==> src/sv/keyboard_report_key_event_diff_top_defines.svh <==
// ----------------------------------------------------------------------------
// Assertion macros for the keyboard report differ
// Concurrent assertion wrappers that compile away when SYNTHESIS is defined.
// ----------------------------------------------------------------------------
`ifndef KEYBOARD_REPORT_KEY_EVENT_DIFF_TOP_DEFINES_SVH
`define KEYBOARD_REPORT_KEY_EVENT_DIFF_TOP_DEFINES_SVH

`ifndef SYNTHESIS
// ante implies cons in the same cycle
`define KRED_ASSERT_NOW(label, clk, rst_n, ante, cons, msg) \
    label: assert property (@(posedge clk) disable iff (!rst_n) (ante) |-> (cons)) \
        else $error(msg);
// ante implies cons in the following cycle
`define KRED_ASSERT_NEXT(label, clk, rst_n, ante, cons, msg) \
    label: assert property (@(posedge clk) disable iff (!rst_n) (ante) |=> (cons)) \
        else $error(msg);
`else
`define KRED_ASSERT_NOW(label, clk, rst_n, ante, cons, msg)
`define KRED_ASSERT_NEXT(label, clk, rst_n, ante, cons, msg)
`endif

`endif

==> src/sv/kred_pkg.sv <==
`timescale 1ns / 1ps
// ----------------------------------------------------------------------------
// kred_pkg
// Shared types, constants and the usage-to-button lookup.
// ----------------------------------------------------------------------------
package kred_pkg;

    localparam int SLOT_CAP   = 6;
    localparam int KEY_W      = 8;
    localparam int BTN_W      = 4;
    localparam int IN_W       = SLOT_CAP * KEY_W;
    localparam int FIFO_DEPTH = 4;
    localparam int PTR_W      = $clog2(FIFO_DEPTH);
    localparam int CNT_W      = $clog2(FIFO_DEPTH + 1);

    // usage codes
    localparam logic [KEY_W-1:0] USE_ENTER    = 8'h28;
    localparam logic [KEY_W-1:0] USE_ESCAPE   = 8'h29;
    localparam logic [KEY_W-1:0] USE_LEFT     = 8'h50;
    localparam logic [KEY_W-1:0] USE_RIGHT    = 8'h4F;
    localparam logic [KEY_W-1:0] USE_UP       = 8'h52;
    localparam logic [KEY_W-1:0] USE_DOWN     = 8'h51;
    localparam logic [KEY_W-1:0] USE_KP_ENTER = 8'h58;
    localparam logic [KEY_W-1:0] USE_F1       = 8'h3A;
    localparam logic [KEY_W-1:0] USE_F2       = 8'h3B;
    localparam logic [KEY_W-1:0] USE_F3       = 8'h3C;
    localparam logic [KEY_W-1:0] USE_F4       = 8'h3D;

    // button codes
    localparam logic [BTN_W-1:0] BTN_ACCEPT = 4'd0;
    localparam logic [BTN_W-1:0] BTN_BACK   = 4'd1;
    localparam logic [BTN_W-1:0] BTN_LEFT   = 4'd2;
    localparam logic [BTN_W-1:0] BTN_RIGHT  = 4'd3;
    localparam logic [BTN_W-1:0] BTN_UP     = 4'd4;
    localparam logic [BTN_W-1:0] BTN_DOWN   = 4'd5;
    localparam logic [BTN_W-1:0] BTN_STICK  = 4'd6;
    localparam logic [BTN_W-1:0] BTN_HOME   = 4'd7;
    localparam logic [BTN_W-1:0] BTN_MENU   = 4'd8;
    localparam logic [BTN_W-1:0] BTN_SELECT = 4'd9;
    localparam logic [BTN_W-1:0] BTN_START  = 4'd10;

    typedef struct packed {
        logic [BTN_W-1:0] button;
        logic             is_press;
        logic             last;
    } t_event;

    typedef struct packed {
        logic             empty;
        logic             full;
        logic [CNT_W-1:0] count;
    } t_fifo_stat;

    typedef struct packed {
        logic             mapped;
        logic [BTN_W-1:0] button;
    } t_lookup;

    function automatic t_lookup f_button(input logic [KEY_W-1:0] usage);
        t_lookup res;
        res.mapped = 1'b1;
        unique case (usage)
            USE_ENTER:    res.button = BTN_ACCEPT;
            USE_ESCAPE:   res.button = BTN_BACK;
            USE_LEFT:     res.button = BTN_LEFT;
            USE_RIGHT:    res.button = BTN_RIGHT;
            USE_UP:       res.button = BTN_UP;
            USE_DOWN:     res.button = BTN_DOWN;
            USE_KP_ENTER: res.button = BTN_STICK;
            USE_F1:       res.button = BTN_HOME;
            USE_F2:       res.button = BTN_MENU;
            USE_F3:       res.button = BTN_SELECT;
            USE_F4:       res.button = BTN_START;
            default: begin
                res.mapped = 1'b0;
                res.button = BTN_ACCEPT;
            end
        endcase
        return res;
    endfunction

endpackage

==> src/sv/keyboard_report_key_event_diff_top.sv <==
`timescale 1ns / 1ps
// ----------------------------------------------------------------------------
// keyboard_report_key_event_diff_top
// Boot-keyboard report differ: turns key reports into button press and
// release events.
// ----------------------------------------------------------------------------
// Usage:
//  - s_axis carries one report per word: six 8-bit key usage codes, 0 = empty.
//    Only the first KEY_SLOTS slots take part; the rest are ignored.
//  - m_axis carries one event per word: button code in tdata, tuser high for
//    a press and low for a release, tlast on the final event of a report.
//  - Events of one report: releases of vanished keys in slot order, then
//    presses of new keys in slot order; unmapped keys give no event.
//  - Path: the first event of a report passes the front's event mask, the queue
//    and the output register before it is on m_axis. Events then leave one per
//    cycle while m_axis_tready is high.
//  - Throughput: the compare front holds a report until it has pushed its N
//    events (N at most 2*KEY_SLOTS = 12); it pushes one event a cycle into a
//    four-word queue while the queue is not full. The next report is taken the
//    cycle after the front pushed the last event of the current one.
//  - Stall: a stalled m_axis fills the queue, then the front waits, then
//    s_axis_tready stays low. Nothing is dropped.
//  - Reset (i_rst_n low, synchronous): stored report cleared to all empty,
//    queue and output register emptied.
`include "keyboard_report_key_event_diff_top_defines.svh"

module keyboard_report_key_event_diff_top #(
    parameter int KEY_SLOTS = 6
) (
    input  logic                       i_clk,
    input  logic                       i_rst_n,
    input  logic                       s_axis_tvalid,
    output logic                       s_axis_tready,
    // key_slot_0 [7:0], key_slot_1 [15:8], ... key_slot_5 [47:40]
    input  logic [kred_pkg::IN_W-1:0]  s_axis_tdata,
    output logic                       m_axis_tvalid,
    input  logic                       m_axis_tready,
    // button_code [3:0], zero fill [7:4]
    output logic [7:0]                 m_axis_tdata,
    // is_press [0]
    output logic                       m_axis_tuser,
    output logic                       m_axis_tlast
);

    logic                  w_front_ready;
    logic                  w_push_valid;
    kred_pkg::t_event      w_push_evt;
    logic                  w_pop;
    kred_pkg::t_event      w_head;
    kred_pkg::t_fifo_stat  w_fifo_stat;
    kred_pkg::t_event      w_out_evt;

    // compare front: one report at a time, events out lowest first
    kred_front #(
        .KEY_SLOTS (KEY_SLOTS)
    ) u_front (
        .i_clk        (i_clk),
        .i_rst_n      (i_rst_n),
        .i_valid      (s_axis_tvalid),
        .i_data       (s_axis_tdata),
        .o_ready      (w_front_ready),
        .o_push_valid (w_push_valid),
        .o_push_evt   (w_push_evt),
        .i_push_ready (!w_fifo_stat.full)
    );

    // decoupling queue
    kred_fifo u_fifo (
        .i_clk      (i_clk),
        .i_rst_n    (i_rst_n),
        .i_push     (w_push_valid),
        .i_push_evt (w_push_evt),
        .i_pop      (w_pop),
        .o_head     (w_head),
        .o_stat     (w_fifo_stat)
    );

    // output register stage
    kred_back u_back (
        .i_clk   (i_clk),
        .i_rst_n (i_rst_n),
        .i_empty (w_fifo_stat.empty),
        .i_head  (w_head),
        .o_pop   (w_pop),
        .o_valid (m_axis_tvalid),
        .o_evt   (w_out_evt),
        .i_ready (m_axis_tready)
    );

    assign s_axis_tready = w_front_ready;
    assign m_axis_tdata  = {{(8 - kred_pkg::BTN_W){1'b0}}, w_out_evt.button};
    assign m_axis_tuser  = w_out_evt.is_press;
    assign m_axis_tlast  = w_out_evt.last;

    // an event that is not the last of its report always has a successor
    // waiting in the queue or still in the front
    `KRED_ASSERT_NOW(a_successor_pending, i_clk, i_rst_n,
        m_axis_tvalid && !m_axis_tlast, !w_fifo_stat.empty || w_push_valid,
        "non-last event without pending successor")

    // queue occupancy never exceeds its depth
    `KRED_ASSERT_NOW(a_fifo_bound, i_clk, i_rst_n,
        1'b1, w_fifo_stat.count <= kred_pkg::CNT_W'(kred_pkg::FIFO_DEPTH),
        "event queue overflow")

    // a report is taken only when no event of the previous one is left in the front
    `KRED_ASSERT_NOW(a_accept_front_idle, i_clk, i_rst_n,
        s_axis_tvalid && s_axis_tready, !w_push_valid,
        "report accepted while front still busy")

endmodule

==> src/sv/kred_front.sv <==
`timescale 1ns / 1ps
// ----------------------------------------------------------------------------
// kred_front
// Takes a report, compares it with the stored one and hands out the
// resulting events one per cycle while the queue has room, releases first, in slot order.
// ----------------------------------------------------------------------------
module kred_front #(
    parameter int KEY_SLOTS = 6
) (
    input  logic                        i_clk,
    input  logic                        i_rst_n,
    input  logic                        i_valid,
    input  logic [kred_pkg::IN_W-1:0]   i_data,
    output logic                        o_ready,
    output logic                        o_push_valid,
    output kred_pkg::t_event            o_push_evt,
    input  logic                        i_push_ready
);

    localparam int EV_N = 2 * KEY_SLOTS;

    logic [kred_pkg::KEY_W-1:0] r_prev [KEY_SLOTS];
    logic [kred_pkg::KEY_W-1:0] w_now  [KEY_SLOTS];
    logic [kred_pkg::BTN_W-1:0] r_code [EV_N];
    logic [kred_pkg::BTN_W-1:0] w_code [EV_N];
    logic [EV_N-1:0]            r_mask;
    logic [EV_N-1:0]            n_mask;
    logic [EV_N-1:0]            w_onehot;
    logic                       w_accept;
    logic                       w_push;

    // candidate events: bits [KEY_SLOTS-1:0] releases, upper bits presses
    always_comb begin
        logic             hit;
        kred_pkg::t_lookup lk;
        for (int i = 0; i < KEY_SLOTS; i++) begin
            w_now[i] = i_data[i*kred_pkg::KEY_W +: kred_pkg::KEY_W];
        end
        for (int i = 0; i < KEY_SLOTS; i++) begin
            hit = 1'b0;
            for (int j = 0; j < KEY_SLOTS; j++) begin
                if (w_now[j] == r_prev[i]) hit = 1'b1;
            end
            lk        = kred_pkg::f_button(r_prev[i]);
            n_mask[i] = (r_prev[i] != '0) && !hit && lk.mapped;
            w_code[i] = lk.button;
        end
        for (int i = 0; i < KEY_SLOTS; i++) begin
            hit = 1'b0;
            for (int j = 0; j < KEY_SLOTS; j++) begin
                if (r_prev[j] == w_now[i]) hit = 1'b1;
            end
            lk                    = kred_pkg::f_button(w_now[i]);
            n_mask[KEY_SLOTS + i] = (w_now[i] != '0) && !hit && lk.mapped;
            w_code[KEY_SLOTS + i] = lk.button;
        end
    end

    // lowest pending event goes out next
    always_comb begin
        w_onehot = r_mask & (~r_mask + {{(EV_N-1){1'b0}}, 1'b1});
        o_push_evt.button = '0;
        for (int i = 0; i < EV_N; i++) begin
            if (w_onehot[i]) o_push_evt.button = o_push_evt.button | r_code[i];
        end
        o_push_evt.is_press = |w_onehot[EV_N-1:KEY_SLOTS];
        o_push_evt.last     = ((r_mask & ~w_onehot) == '0);
    end

    assign o_ready      = (r_mask == '0);
    assign o_push_valid = |r_mask;
    assign w_accept     = i_valid && o_ready;
    assign w_push       = o_push_valid && i_push_ready;

    always_ff @(posedge i_clk) begin
        if (!i_rst_n) begin
            r_mask <= '0;
            for (int i = 0; i < KEY_SLOTS; i++) r_prev[i] <= '0;
        end else if (w_accept) begin
            r_mask <= n_mask;
            for (int i = 0; i < KEY_SLOTS; i++) r_prev[i] <= w_now[i];
        end else if (w_push) begin
            r_mask <= r_mask & ~w_onehot;
        end
    end

    always_ff @(posedge i_clk) begin
        if (w_accept) begin
            for (int i = 0; i < EV_N; i++) r_code[i] <= w_code[i];
        end
    end

endmodule

==> src/sv/kred_fifo.sv <==
`timescale 1ns / 1ps
// ----------------------------------------------------------------------------
// kred_fifo
// Short event queue between the compare front and the output stage.
// ----------------------------------------------------------------------------
module kred_fifo (
    input  logic                  i_clk,
    input  logic                  i_rst_n,
    input  logic                  i_push,
    input  kred_pkg::t_event      i_push_evt,
    input  logic                  i_pop,
    output kred_pkg::t_event      o_head,
    output kred_pkg::t_fifo_stat  o_stat
);

    kred_pkg::t_event              r_mem [kred_pkg::FIFO_DEPTH];
    logic [kred_pkg::PTR_W-1:0]    r_wptr;
    logic [kred_pkg::PTR_W-1:0]    r_rptr;
    logic [kred_pkg::CNT_W-1:0]    r_count;
    logic                          w_push;
    logic                          w_pop;

    assign o_stat.empty = (r_count == '0);
    assign o_stat.full  = (r_count == kred_pkg::CNT_W'(kred_pkg::FIFO_DEPTH));
    assign o_stat.count = r_count;
    assign o_head       = r_mem[r_rptr];

    assign w_push = i_push && !o_stat.full;
    assign w_pop  = i_pop && !o_stat.empty;

    always_ff @(posedge i_clk) begin
        if (!i_rst_n) begin
            r_wptr  <= '0;
            r_rptr  <= '0;
            r_count <= '0;
        end else begin
            if (w_push) r_wptr <= r_wptr + 1'b1;
            if (w_pop)  r_rptr <= r_rptr + 1'b1;
            if (w_push && !w_pop)      r_count <= r_count + 1'b1;
            else if (w_pop && !w_push) r_count <= r_count - 1'b1;
        end
    end

    always_ff @(posedge i_clk) begin
        if (w_push) r_mem[r_wptr] <= i_push_evt;
    end

endmodule

==> src/sv/kred_back.sv <==
`timescale 1ns / 1ps
// ----------------------------------------------------------------------------
// kred_back
// Output register: pulls events from the queue and holds them on the
// master stream until taken.
// ----------------------------------------------------------------------------
module kred_back (
    input  logic                  i_clk,
    input  logic                  i_rst_n,
    input  logic                  i_empty,
    input  kred_pkg::t_event      i_head,
    output logic                  o_pop,
    output logic                  o_valid,
    output kred_pkg::t_event      o_evt,
    input  logic                  i_ready
);

    logic             r_valid;
    kred_pkg::t_event r_evt;

    assign o_pop   = !i_empty && (!r_valid || i_ready);
    assign o_valid = r_valid;
    assign o_evt   = r_evt;

    always_ff @(posedge i_clk) begin
        if (!i_rst_n) begin
            r_valid <= 1'b0;
        end else if (o_pop) begin
            r_valid <= 1'b1;
        end else if (i_ready) begin
            r_valid <= 1'b0;
        end
    end

    always_ff @(posedge i_clk) begin
        if (o_pop) r_evt <= i_head;
    end

endmodule

==> config.mk <==
export PLATFORM = sky130hd
export DESIGN_NAME = keyboard_report_key_event_diff_top
export DESIGN_NICKNAME = d
export VERILOG_FILES = /design/src/sv/kred_pkg.sv /design/src/sv/keyboard_report_key_event_diff_top.sv /design/src/sv/kred_front.sv /design/src/sv/kred_fifo.sv /design/src/sv/kred_back.sv
export VERILOG_INCLUDE_DIRS = /design/src /design/src/sv
export SDC_FILE = /design/constraint.sdc
export NUM_CORES = 1
export LEC_CHECK = 0
export ABC_AREA = 0
export ABC_CLOCK_PERIOD_IN_PS = 4400
export BUFFER_PORTS_ARGS = -buffer_cell sky130_fd_sc_hd__buf_4
export CORE_ASPECT_RATIO = 1.4
export CORE_MARGIN = 2
export CORE_UTILIZATION = 50
export DETAILED_ROUTE_END_ITERATION = 10
export HOLD_SLACK_MARGIN = 0.12
export PLACE_DENSITY = 0.7
export SLEW_MARGIN = 20
export SYNTH_ARGS = -nofsm -noshare
export SYNTH_HDL_FRONTEND = slang
export SYNTH_SLANG_ARGS = --single-unit
==> constraint.sdc <==
create_clock -name i_clk -period 4.4 [get_ports i_clk]
set_clock_uncertainty 0.1 [all_clocks]
set_input_delay 0.88 -clock i_clk [delete_from_list [all_inputs] [get_ports i_clk]]
set_output_delay 0.88 -clock i_clk [all_outputs]
set_load 0.02 [all_outputs]
==> summary.txt, run 1 <==
Status
  – Status: finished clean

Routing
  – Met3 routed WL: around 3800 microns
  – Highest routed layer: met4
  – Pre-Repair DR Iteration Count: 5
  – Final antenna-violating net count: 0
  – Drt wl/cell: approximately 24 microns
  – Routed vias: 10.9k
  – DRT Wirelength: 39600 microns
  – M1 wire length: roughly 14000 microns
  – DR vias/cell: about 6.5
  – Initial drt markers: approximately 1.4k
  – DR WL met2: 18600 microns
  – DRC Markers: 0

Hold path
  – Hold_sp: u_back.o_valid$_SDFFE_PN0P_
  – Hold Crit Class: reg -> reg
  – Hold endpoint: u_back.o_valid$_SDFFE_PN0P_
  – Hold Path Stages: 2

Placement
  – DPL Wire Length: 27900 microns
  – Area after DPL: 12700 sq um
  – PortBufs: 59
  – Gpl congestion: 0.988

Power and ir drop
  – Sequential group share of total power: 0.451
  – Worst vdd ir: approximately 0.3 mV
  – Clock power frac: 0.204
  – Pleak: 0.00433 uW
  – Power per cell area: 535 nW/um^2
  – Combinational fraction of design power: 0.345
  – Switching power share of the total: 0.431
  – Net Sw Power: approximately 3000 uW
  – Internal Pwr Total: 4060 uW

Logic synthesis
  – Mapped cell area: approximately 12000 sq um
  – Synth area leaders: edfxtp_1 30%, xnor2_1 16%, xor2_1 4.8%, clkbuf_1 3.7%, dfxtp_1 3.2%
  – Synth area leader: edfxtp_1
  – Post-synth cell types: a little under 80
  – Most frequent cell after synthesis: xnor2_1
  – Post-synthesis sequential area ratio: 0.335
  – #FFs+latches synth: 146
  – Mean post-synth cell area: between 8 and 9 sq um
  – Number of synthesized flops with an enable pin: 126
  – Synth top cells by count: 232 x xnor2_1, 126 x edfxtp_1, 124 x clkbuf_1, 101 x nor2_1, 69 x xor2_1
  – Synth top area share: 0.303
  – Synth async-reset ratio: 0
  – Syn Inst Count: between 1k and 1.5k
  – Predominant post-synthesis flop cell: edfxtp_1
  – Synth warn: 0

Floorplanning
  – Starting Density: 0.507
  – Die area: about 26000 sq um
  – Die width: roughly 140 microns
  – I/O pin count: 64
  – Cell row count: slightly below 70
  – Core region area: between 20000 and 25000 sq um
  – Die Span Y: 191 microns

Flow run
  – Max-cap violations: 0

STA
  – Max transition margin: 0.347
  – Minimum clock period: about 3400 ps
  – Crit share post-route: 0.765
  – RSZ-0062 raised after global routing: false
  – Fin Setup TNS: 0 ps
  – Max Fclk: 0.297 GHz
  – Final Hold Fails: 0
  – Hold_ws: approximately 370 ps
  – # setup viols final: 0
  – Final Slew Violations: 0
  – Least-Margin Pin Slew: 980 ps

GRT
  – Largest net degree at the start of global routing: slightly below 50
  – First-pass GRT wire length: approximately 60000 microns
  – Initial antenna violation count: 1
  – Vias in the first global route: 10.3k
  – Total track usage: 0.309
  – Global route overflow: 0

CTS
  – Hold buffer count at CTS: 0
  – Root buf cell: clkbuf_16
  – Cells resized by post-CTS repair: 0
  – CTS Buf Count: 17
  – CTS tree: yes
  – Total clock sinks: approximately 150
  – Buffer depth of the longest clock path: 2
  – Clk_lat worst skew: 440 ps
  – CTS H-tree depth: 4
  – Buffer count from post-CTS setup fixing: 0
  – CTS clk-pin slew, worst paths: approximately 70 ps

Final layout
  – Share of cells above drive strength 1: 0.0920
  – Multi-input gate area: 7580 sq um
  – Register area: ~4200 sq um
  – # fillers: between 2k and 2.5k
  – Area delta synth->final: 6.83%
  – Final Cell Area: 13300 sq um
  – NumNets Final: around 1.4k

Setup path
  – Family with the most delay on the worst path: simple AND/OR/NAND/NOR gates
  – Setup CP Type: reg -> out
  – Worst Reg-to-Reg Cells: 9
  – Max stage delay on crit path: about 600 ps
  – Worst r2r src: u_front.r_mask[2]$_SDFFE_PN0P_
  – CP Launch Type: register
  – Setup crit end kind: output port
  – Critical Path RT: 3420 ps
  – Flop-to-flop setup slack: ~1200 ps
  – WP buf/inv: 1
  – Crit path cell chain: or4_4, nor3_1, and2_1, buf_4
  – CP Data Arrival Time: approximately 2400 ps
  – Crit-path max FO: 12
  – RR Endpoint: u_fifo.r_count[2]$_SDFFE_PN0P_
  – Critical path's slowest cell: or4_4
-- worst max-delay path by stage --
stage / endpoint / start / cells after the start
after floorplan: u_front.r_prev[0][0]$_SDFFCE_PN0P_ / u_front.r_mask[3]$_SDFFE_PN0P_ / 6
after global placement: u_front.r_mask[11]$_SDFFE_PN0P_ / s_axis_tdata[43] / 7
after detailed placement: u_fifo.r_count[2]$_SDFFE_PN0P_ / u_front.r_mask[2]$_SDFFE_PN0P_ / 9
after CTS: s_axis_tready / u_front.r_mask[2]$_SDFFE_PN0P_ / 4
after global routing: s_axis_tready / u_front.r_mask[2]$_SDFFE_PN0P_ / 4
final: s_axis_tready / u_front.r_mask[2]$_SDFFE_PN0P_ / 4
-- final cells by class --
cell class | instances | share of cell area
clock buffer | 17 | 0.0319
inverter | 19 | 0.00535
timing repair buffer | 64 | 0.0370
sequential | 146 | 0.314
clock inverter | 15 | 0.0130
tap | 315 | 0.0296
multi-input combinational | 1097 | 0.569
antenna | 1 | 0.000188
-- power by group through the flow --
stage               sequential, uW  combinational, uW  clock (uW)
floorplan                     2260               2490           0
global placement              3170               2380           0
detailed placement            3180               2430           0
CTS                           3150               2450        1470
global route                  3230               2710        1530
finish                        3220               2460        1460
-- cells in the final DEF, fill, tap and decap left out, types with 36 or more instances in the layout --
master    instances
a21oi_1          50
and2_1           51
buf_4            63
edfxtp_1        126
nand2_1          64
nand4_1          62
nor2_1          101
nor2b_1          36
nor3_1           43
nor4_1           37
o21ai_0          40
xnor2_1         232
xor2_1           69
-- routing by layer --
layer,global-route usage,vias to the layer above
met1,0.368,5088
li1,-,4946
met5,0,-
met2,0.499,646
met3,0.0682,195
met4,0.195,0
-- logic make-up (layout without fill, tap and decap cells) --
group	Yosys count	count (layout)	share of synthesized area
AND/OR/NAND/NOR	552	552	0.252
adder cells (fa/ha/maj)	9	9	0.00913
AO/OA/AOI/OAI	218	218	0.117
other	1	5	0.000301
flip-flops	146	146	0.335
multiplexers	13	13	0.0168
buffers and inverters	185	115	0.0580
XOR/XNOR	301	301	0.211
-- metrics by stage --
step                       util  worst slack (ps)  std cells  total power [uW]
final                     0.542              1030       1674              7140
after global routing      0.542               926       1673              7470
after CTS                 0.542              1020       1673              7080
after detailed placement  0.518              1250       1641              5610
after global placement    0.518              1310       1641              5550
after floorplan               -              1050       1428              4750
-- registers in the layout (all words and copies together) (netlist names) --
register	flops
u_back.o_evt	6
u_front.r_code	48
u_fifo.r_wptr	2
u_fifo.r_rptr	2
u_front.r_mask	12
u_fifo.r_count	3
u_fifo.r_mem	24
u_front.r_prev	48
u_back.o_valid	1
-- worst min-delay path: cells and delay by family (launching register included) --
kind,cells,cell delay [ps]
compound gates,1,50
flops,1,320
simple gates,1,60
Power figures use the tool's default switching activity.
==> run 2, diff against run 1 <==
--- a/config.mk
+++ b/config.mk
@@ -6,15 +6,15 @@
 export SDC_FILE = /design/constraint.sdc
 export NUM_CORES = 1
 export LEC_CHECK = 0
-export ABC_AREA = 0
-export ABC_CLOCK_PERIOD_IN_PS = 4400
+export ABC_AREA = 1
+export ABC_CLOCK_PERIOD_IN_PS = 3050
 export BUFFER_PORTS_ARGS = -buffer_cell sky130_fd_sc_hd__buf_4
 export CORE_ASPECT_RATIO = 1.4
 export CORE_MARGIN = 2
 export CORE_UTILIZATION = 50
 export DETAILED_ROUTE_END_ITERATION = 10
 export HOLD_SLACK_MARGIN = 0.12
-export PLACE_DENSITY = 0.7
+export PLACE_DENSITY = 0.73
 export SLEW_MARGIN = 20
 export SYNTH_ARGS = -nofsm -noshare
 export SYNTH_HDL_FRONTEND = slang
==> constraint.sdc (replaced) <==
create_clock -name i_clk -period 3.05 [get_ports i_clk]
set_clock_uncertainty 0.1 [all_clocks]
set_input_delay 0.61 -clock i_clk [delete_from_list [all_inputs] [get_ports i_clk]]
set_output_delay 0.61 -clock i_clk [all_outputs]
set_load 0.02 [all_outputs]
==> run 2 against run 1 <==
Net effect:
- synthesized cell count up 51%
- clock power up 41%
- via count up 32%
- register-to-register slack worse by 580 ps
- setup slack worse by 400 ps
- global-route usage up 9.4 points
- largest power group is now combinational cells
- largest cell class unchanged
- cell count up 49%
- core utilization up 1.1 points
==> summary.txt, run 2 <==
Setup path
  – Critical path's slowest cell: edfxtp_1
  – Setup CP Type: reg -> reg
  – Levels on crit path: 9 (+5)
  – Critical Path RT: 3280 ps (-140 ps)
  – Crit path cell chain: inv_1, nand2_1, nand2_1, nor2_1, nand3_1, nor2_1, nor2_1, nand4_1, a21oi_1
  – Worst Reg-to-Reg Cells: 9 (unchanged)
  – Crit-path max FO: 8 (-4)
  – CP Data Arrival Time: 2650 ps (+260 ps)
  – Crit-path most repeated cell: nor2_1
  – Family with the most delay on the worst path: simple AND/OR/NAND/NOR gates
  – CP Launch Type: register
  – Setup crit end kind: register
  – Max stage delay on crit path: 790 ps (+190 ps)
  – WP buf/inv: 1 (unchanged)

Floorplanning
  – Core region area: 26200 sq um (+6.5%)
  – Die width: 142 microns (+3.3%)
  – Die area: 28000 sq um (+6.7%)
  – I/O pin count: 64 (unchanged)
  – Starting Density: 0.509 (+0.00155)
  – Cell row count: 70 (+2.9%)
  – Die Span Y: 197 microns (+3.3%)

STA
  – Final Slew Violations: 0 (unchanged)
  – # setup viols final: 0 (unchanged)
  – RSZ-0062 raised after global routing: false
  – Max Fclk: between 0.4 and 0.5 GHz
  – Crit share post-route: 0.792
  – Least-Margin Pin Slew: 726 ps (-254 ps)
  – Minimum clock period: between 2000 and 2500 ps
  – Final Hold Fails: 0 (unchanged)
  – Fin Setup TNS: 0 ps (unchanged)
  – Max transition margin: 0.516 (+0.169)

CTS
  – CTS Buf Count: 17 (unchanged)
  – Cells resized by post-CTS repair: 0 (unchanged)
  – CTS clk-pin slew, worst paths: 70 ps (about the same)
  – Root buf cell: clkbuf_16
  – Total clock sinks: 146 (unchanged)
  – Clk_lat worst skew: 450 ps (about the same)
  – Buffer depth of the longest clock path: 2 (unchanged)
  – Buffer count from post-CTS setup fixing: 0 (unchanged)
  – CTS tree: yes
  – CTS H-tree depth: 4 (unchanged)
  – Hold buffer count at CTS: 0 (unchanged)

Logic synthesis
  – #FFs+latches synth: 146 (unchanged)
  – Post-synthesis adder-cell area fraction: 0.00620 (-0.00293)
  – Post-synthesis xor/xnor area fraction: 0.0907 (-0.121)
  – Most frequent cell after synthesis: nand2_1
  – Mux contribution to synthesized area: 0 (-0.0168)
  – Number of synthesized flops with an enable pin: 126 (unchanged)
  – Post-synthesis sequential area ratio: 0.314 (-0.0214)
  – Synth area leader: edfxtp_1
  – Mapped cell area: 13300 sq um (+6.8%)
  – Synth top area share: 0.284 (-0.0194)
  – Largest family of logic cells by synthesized area: simple AND/OR/NAND/NOR gates
  – Syn Inst Count: 2154 (+51%)
  – Synth warn: 0 (unchanged)
  – Synth async-reset ratio: 0 (unchanged)
  – Mean post-synth cell area: 6.19 sq um (-29%)
  – Predominant post-synthesis flop cell: edfxtp_1
  – Simple-gate area share of the yosys netlist: 0.442 (+0.190)
  – Synth area leaders: edfxtp_1 28%, nand2_1 23%, nor2_1 11%, xnor2_1 7.6%, inv_1 5.4%
  – Post-synth cell types: 42 (-46%)
  – Synth Area in Compound Gates: 0.0492 (-0.0679)
  – Synth top cells by count: 834 x nand2_1, 386 x nor2_1, 191 x inv_1, 126 x edfxtp_1, 116 x xnor2_1

Final layout
  – Area delta synth->final: 8.69%
  – Finished Layout Cells: 2497 (+49%)
  – N_diodes: 0 (-1)
  – Register area: 4180 sq um (unchanged)
  – NumNets Final: 2218 (+58%)
  – Final Util: 0.553 (+0.0111)
  – Most common cell after layout, fill and taps aside: nand2_1
  – Top flop regs: u_front.r_code x48, u_front.r_prev x48, u_fifo.r_mem x24
  – # fillers: 2662 (+18%)
  – Share of cells above drive strength 1: 0.0681 (-0.0239)
  – Multi-input gate area: 7850 sq um (+3.5%)
  – Commonest non-fill, non-tap cells in the layout: 833 x nand2_1, 386 x nor2_1, 191 x inv_1

Routing
  – Final antenna-violating net count: 0 (unchanged)
  – Routed vias: 14.4k (+32%)
  – DRC Markers: 0 (unchanged)
  – DR vias/cell: 5.76 (-11%)
  – Drt wl/cell: 22.3 microns (-5.9%)
  – Pre-Repair DR Iteration Count: 8 (+3)
  – DRT Wirelength: 55600 microns (+40%)
  – Initial drt markers: 1700 (+21%)

Power and ir drop
  – Power per cell area: 770 nW/um^2 (+44%)
  – Pleak: 0.00693 uW (+60%)
  – Net Sw Power: 5380 uW (+75%)
  – Internal Pwr Total: 5780 uW (+42%)
  – Combinational fraction of design power: 0.481 (+0.136)
  – Clock power frac: 0.184 (-0.020)
  – Sequential group share of total power: 0.335 (-0.116)
  – Switching power share of the total: 0.482 (+0.0510)
  – Worst vdd ir: 0.431 mV (+47%)

GRT
  – Initial antenna violation count: 0 (-1)
  – Global route overflow: 0 (unchanged)
  – Vias in the first global route: 13.5k (+31%)
  – Largest net degree at the start of global routing: 50 (+2.0%)
  – First-pass GRT wire length: 82000 microns (+37%)
  – Total track usage: 0.402 (+0.0938)

Placement
  – PortBufs: 59 (unchanged)
  – Placed Instances: 2465 (+50%)
  – Gpl congestion: 1.07 (+8.5%)
  – DPL Wire Length: 43400 microns (+56%)

Hold path
  – Hold Crit Class: reg -> reg
  – Hold Path Stages: 2 (unchanged)

Flow run
  – Max-cap violations: 0 (unchanged)

Status
  – Status: finished clean
run 2: worst min-delay path, delay by kind of cell, from the launching register on:
family	cells	cell delay (ps)
AO/OA/AOI/OAI	1	80
buffers and inverters	1	100
flip-flops	1	300
run 2: through the flow:
stage	hold slack, ps	instance area (sq um)	setup WS (ps)	total power, uW
floorplan	364	13300	436	7120
global placement	400	13900	622	8860
detailed placement	403	13900	607	8960
CTS	407	14500	677	11000
global route	441	14500	445	11800
finish	414	14500	633	11200
run 2: power by group through the flow:
stage | clock (uW) | sequential (uW) | combinational (uW)
final | 2060 | 3740 | 5360
after CTS | 2060 | 3720 | 5230
after global placement | 0 | 3740 | 5120
after floorplan | 0 | 3360 | 3760
after global routing | 2140 | 3780 | 5860
after detailed placement | 0 | 3760 | 5200
run 2: worst paths after layout:
path,startpoint,endpoint,slack (ps)
worst min-delay path,u_fifo.r_count[2]$_SDFFE_PN0P_,u_fifo.r_count[2]$_SDFFE_PN0P_,410
worst max-delay path,u_front.r_prev[0][42]$_SDFFCE_PN0P_,u_front.r_mask[5]$_SDFFE_PN0P_,630
worst min register to register,u_fifo.r_count[2]$_SDFFE_PN0P_,u_fifo.r_count[2]$_SDFFE_PN0P_,410
worst max register to register,u_front.r_prev[0][42]$_SDFFCE_PN0P_,u_front.r_mask[5]$_SDFFE_PN0P_,630
run 2: layout make-up:
| type | instances | share of cell area |
|---|---|---|
| flip-flops and latches | 146 | 0.289 |
| clock inverters | 15 | 0.00890 |
| well taps | 324 | 0.0280 |
| multi-input cells | 1697 | 0.542 |
| inverters | 202 | 0.0525 |
| clock buffers | 17 | 0.0294 |
| repair buffers | 96 | 0.0506 |
run 2: cells by family after synthesis:
group                      after synthesis
DFF                                    146
and+or+nand+nor                       1434
buffers and inverters                  314
other                                    1
xor gates and xnor gates               138
AOI/OAI and AO/OA                      115
adders and majority gates                6
run 2: metal layers:
layer,routed length [microns],GRT usage,up-vias
met5,0,0,-
met1,20200,0.472,6529
met2,25100,0.647,872
li1,-,-,6747
met4,5060,0.298,0
met3,5210,0.0832,242
==> run 3, diff against run 2 <==
--- a/config.mk
+++ b/config.mk
@@ -6,8 +6,8 @@
 export SDC_FILE = /design/constraint.sdc
 export NUM_CORES = 1
 export LEC_CHECK = 0
-export ABC_AREA = 1
-export ABC_CLOCK_PERIOD_IN_PS = 3050
+export ABC_AREA = 0
+export ABC_CLOCK_PERIOD_IN_PS = 2000
 export BUFFER_PORTS_ARGS = -buffer_cell sky130_fd_sc_hd__buf_4
 export CORE_ASPECT_RATIO = 1.4
 export CORE_MARGIN = 2
==> constraint.sdc (replaced) <==
create_clock -name i_clk -period 2 [get_ports i_clk]
set_clock_uncertainty 0.1 [all_clocks]
set_input_delay 0.4 -clock i_clk [delete_from_list [all_inputs] [get_ports i_clk]]
set_output_delay 0.4 -clock i_clk [all_outputs]
set_load 0.02 [all_outputs]
==> run 3 against run 2 <==
Net effect:
- the flow now finishes with violations (setup timing)
- core utilization up 15 points
- cell count down 17%
- hold slack worse by 270 ps
- sequential cell count unchanged
- setup slack worse by 1200 ps
- routed wire length down 12%
- largest cell class unchanged
- critical path depth down 2
- first-iteration DRC count down 14%
- sequential share of layout area down 4.7 points
- via count down 10%
- sequential power up 42%
==> summary.txt, run 3 (synthesis gave the netlist of run 1 again) <==
STA
  – Minimum clock period: about 2600 ps
  – Least-Margin Pin Slew: 687 ps (-38.5 ps)
  – Fin Setup TNS: -71010 ps (-71010 ps)
  – # setup viols final: 181 (+181)
  – Hold_ws: 149 ps (-266 ps)
  – Max transition margin: 0.538 (+0.0221)
  – Final Slew Violations: 0 (unchanged)
  – Crit share post-route: 1.29
  – Max Fclk: between 0.3 and 0.4 GHz
  – Final Hold Fails: 0 (unchanged)
  – Final WS setup: -572 ps (-1210 ps)
  – RSZ-0062 raised after global routing: true

CTS
  – Total clock sinks: 146 (unchanged)
  – CTS tree: yes
  – CTS Buf Count: 17 (unchanged)
  – CTS H-tree depth: 4 (unchanged)
  – Root buf cell: clkbuf_16
  – Clk_lat worst skew: 450 ps (about the same)
  – CTS clk-pin slew, worst paths: 70 ps (about the same)
  – Buffer depth of the longest clock path: 2 (unchanged)

Power and ir drop
  – Power per cell area: 1150 nW/um^2 (+49%)
  – Worst vdd ir: 1.05 mV (+140%)
  – Overall Power: 19900 uW (+78%)
  – Pleak: 0.00659 uW (-4.9%)

Routing
  – Drt wl/cell: 23.6 microns (+5.9%)
  – DRC Markers: 0 (unchanged)
  – Initial drt markers: 1455 (-14%)
  – DRT Wirelength: 48700 microns (-12%)
  – Final antenna-violating net count: 0 (unchanged)
  – DR vias/cell: 6.25 (+8.4%)
  – Routed vias: 12.9k (-10%)
  – Pre-Repair DR Iteration Count: 6 (-2)

Placement
  – DPL Wire Length: 35000 microns (-20%)
  – PortBufs: 59 (unchanged)
  – Gpl congestion: 1.06 (-1.6%)
  – Area after DPL: 15600 sq um (+12%)

Final layout
  – Area delta synth->final: 38.9%
  – NumNets Final: 1797 (-19%)
  – Final Cell Area: 17300 sq um (+20%)
  – Share of cells above drive strength 1: 0.332 (+0.264)
  – Top flop regs: u_front.r_code x48, u_front.r_prev x48, u_fifo.r_mem x24
  – Commonest non-fill, non-tap cells in the layout: 403 x buf_4, 231 x xnor2_1, 126 x edfxtp_1
  – Most common cell after layout, fill and taps aside: buf_4
  – N_diodes: 0 (unchanged)

Flow run
  – Max-cap violations: 0 (unchanged)

Floorplanning
  – Die width: 138 microns (-3.2%)
  – Cell row count: 68 (-2.9%)
  – Die Span Y: 191 microns (-3.2%)
  – I/O pin count: 64 (unchanged)
  – Starting Density: 0.507 (-0.00155)
  – Die area: 26300 sq um (-6.2%)
  – Core region area: 24600 sq um (-6.1%)

Setup path
  – Max stage delay on crit path: 540 ps (-250 ps)
  – CP Launch Point: u_front.r_mask[3]$_SDFFE_PN0P_
  – Critical Path RT: 1500 ps (-1780 ps)
  – Critical path's slowest cell: or4_4
  – Crit-path max FO: 3 (-5)
  – Setup CP Type: reg -> out
  – CP Data Arrival Time: 2070 ps (-580 ps)
  – Crit-path most repeated cell: buf_6
  – Setup crit end kind: output port
  – CP Launch Type: register
  – Family with the most delay on the worst path: simple AND/OR/NAND/NOR gates
  – Worst r2r src: u_front.r_mask[3]$_SDFFE_PN0P_
  – WP buf/inv: 4 (+3)
  – Crit path cell chain: or4_4, buf_6, nor3_4, buf_4, and2_4, buf_6, buf_6

GRT
  – Vias in the first global route: 12.3k (-8.6%)
  – Global route overflow: 0 (unchanged)
  – Largest net degree at the start of global routing: 18 (-64%)
  – First-pass GRT wire length: 71100 microns (-13%)
  – Total track usage: 0.369 (-0.0331)
  – Initial antenna violation count: 1 (+1)

Hold path
  – Hold_sp: m_axis_tready
  – Hold Crit Class: in -> reg

Status
  – Failing checks: setup timing
  – Status: complete, but fails checks
## run 3: changes by cell type in the layout (fill, tap and decap cells not counted), sizes merged, moves of 44 or more
cell	change
nand3	-68
buf	+356
inv	-174
xor2	+47
xnor2	+116
nor2	-300
nand2	-771
and2	+44
## run 3: final cells by class
type / instances / area (sq um)
timing repair buffer: 458 / 4150
fill: 1741 / 7250
sequential: 146 / 4190
tap: 315 / 394
clock inverter: 14 / 145
inverter: 19 / 71.3
clock buffer: 18 / 429
multi-input combinational: 1097 / 7960
## run 3: worst paths after layout
kind / to / slack (ps) / cells after the start
setup / recovery: s_axis_tready / -570 / 7
hold / removal: u_back.o_valid$_SDFFE_PN0P_ / 150 / 4
setup reg to reg: u_fifo.r_mem[3][0]$_DFFE_PP_ / -560 / 6
hold reg to reg: u_back.o_valid$_SDFFE_PN0P_ / 410 / 2
## run 3: through the flow
| stage | worst slack [ps] | utilization | cells |
|---|---|---|---|
| finish | -572 | 0.705 | 2067 |
| global route | -632 | 0.705 | 2067 |
| CTS | -554 | 0.689 | 2053 |
| detailed placement | -533 | 0.636 | 1994 |
| global placement | -458 | 0.636 | 1994 |
| floorplan | -632 | - | 1428 |
## run 3: what timing repair did
item	CTS	global route
setup endpoints to repair	206	215
hold buffers	0	0
pin swaps	16	21
cloned	14	4
setup buffers	14	13
gates resized for setup	67	56
## run 3: tightest hold or removal path, stage by stage
cell     delay, ps
buf_4           80
inv_1           30
nand2_1         60
a21oi_1         60
## run 3: where the power goes
group	switching, uW	leakage [uW]	total (uW)	internal (uW)
sequential	756	0.00142	5320	4570
combinational	5650	0.00489	11400	5730
clock	1400	0.000278	3150	1750
total	7800	0.00659	19900	12000
## run 3: routing by layer
layer,wire [microns],part of all wire,track usage,vias to the layer above
li1,-,-,-,5729
met1,17300,0.36,0.433,6122
met2,22500,0.46,0.594,806
met3,4520,0.093,0.0724,253
met4,4340,0.089,0.270,0
met5,0,0,0,-
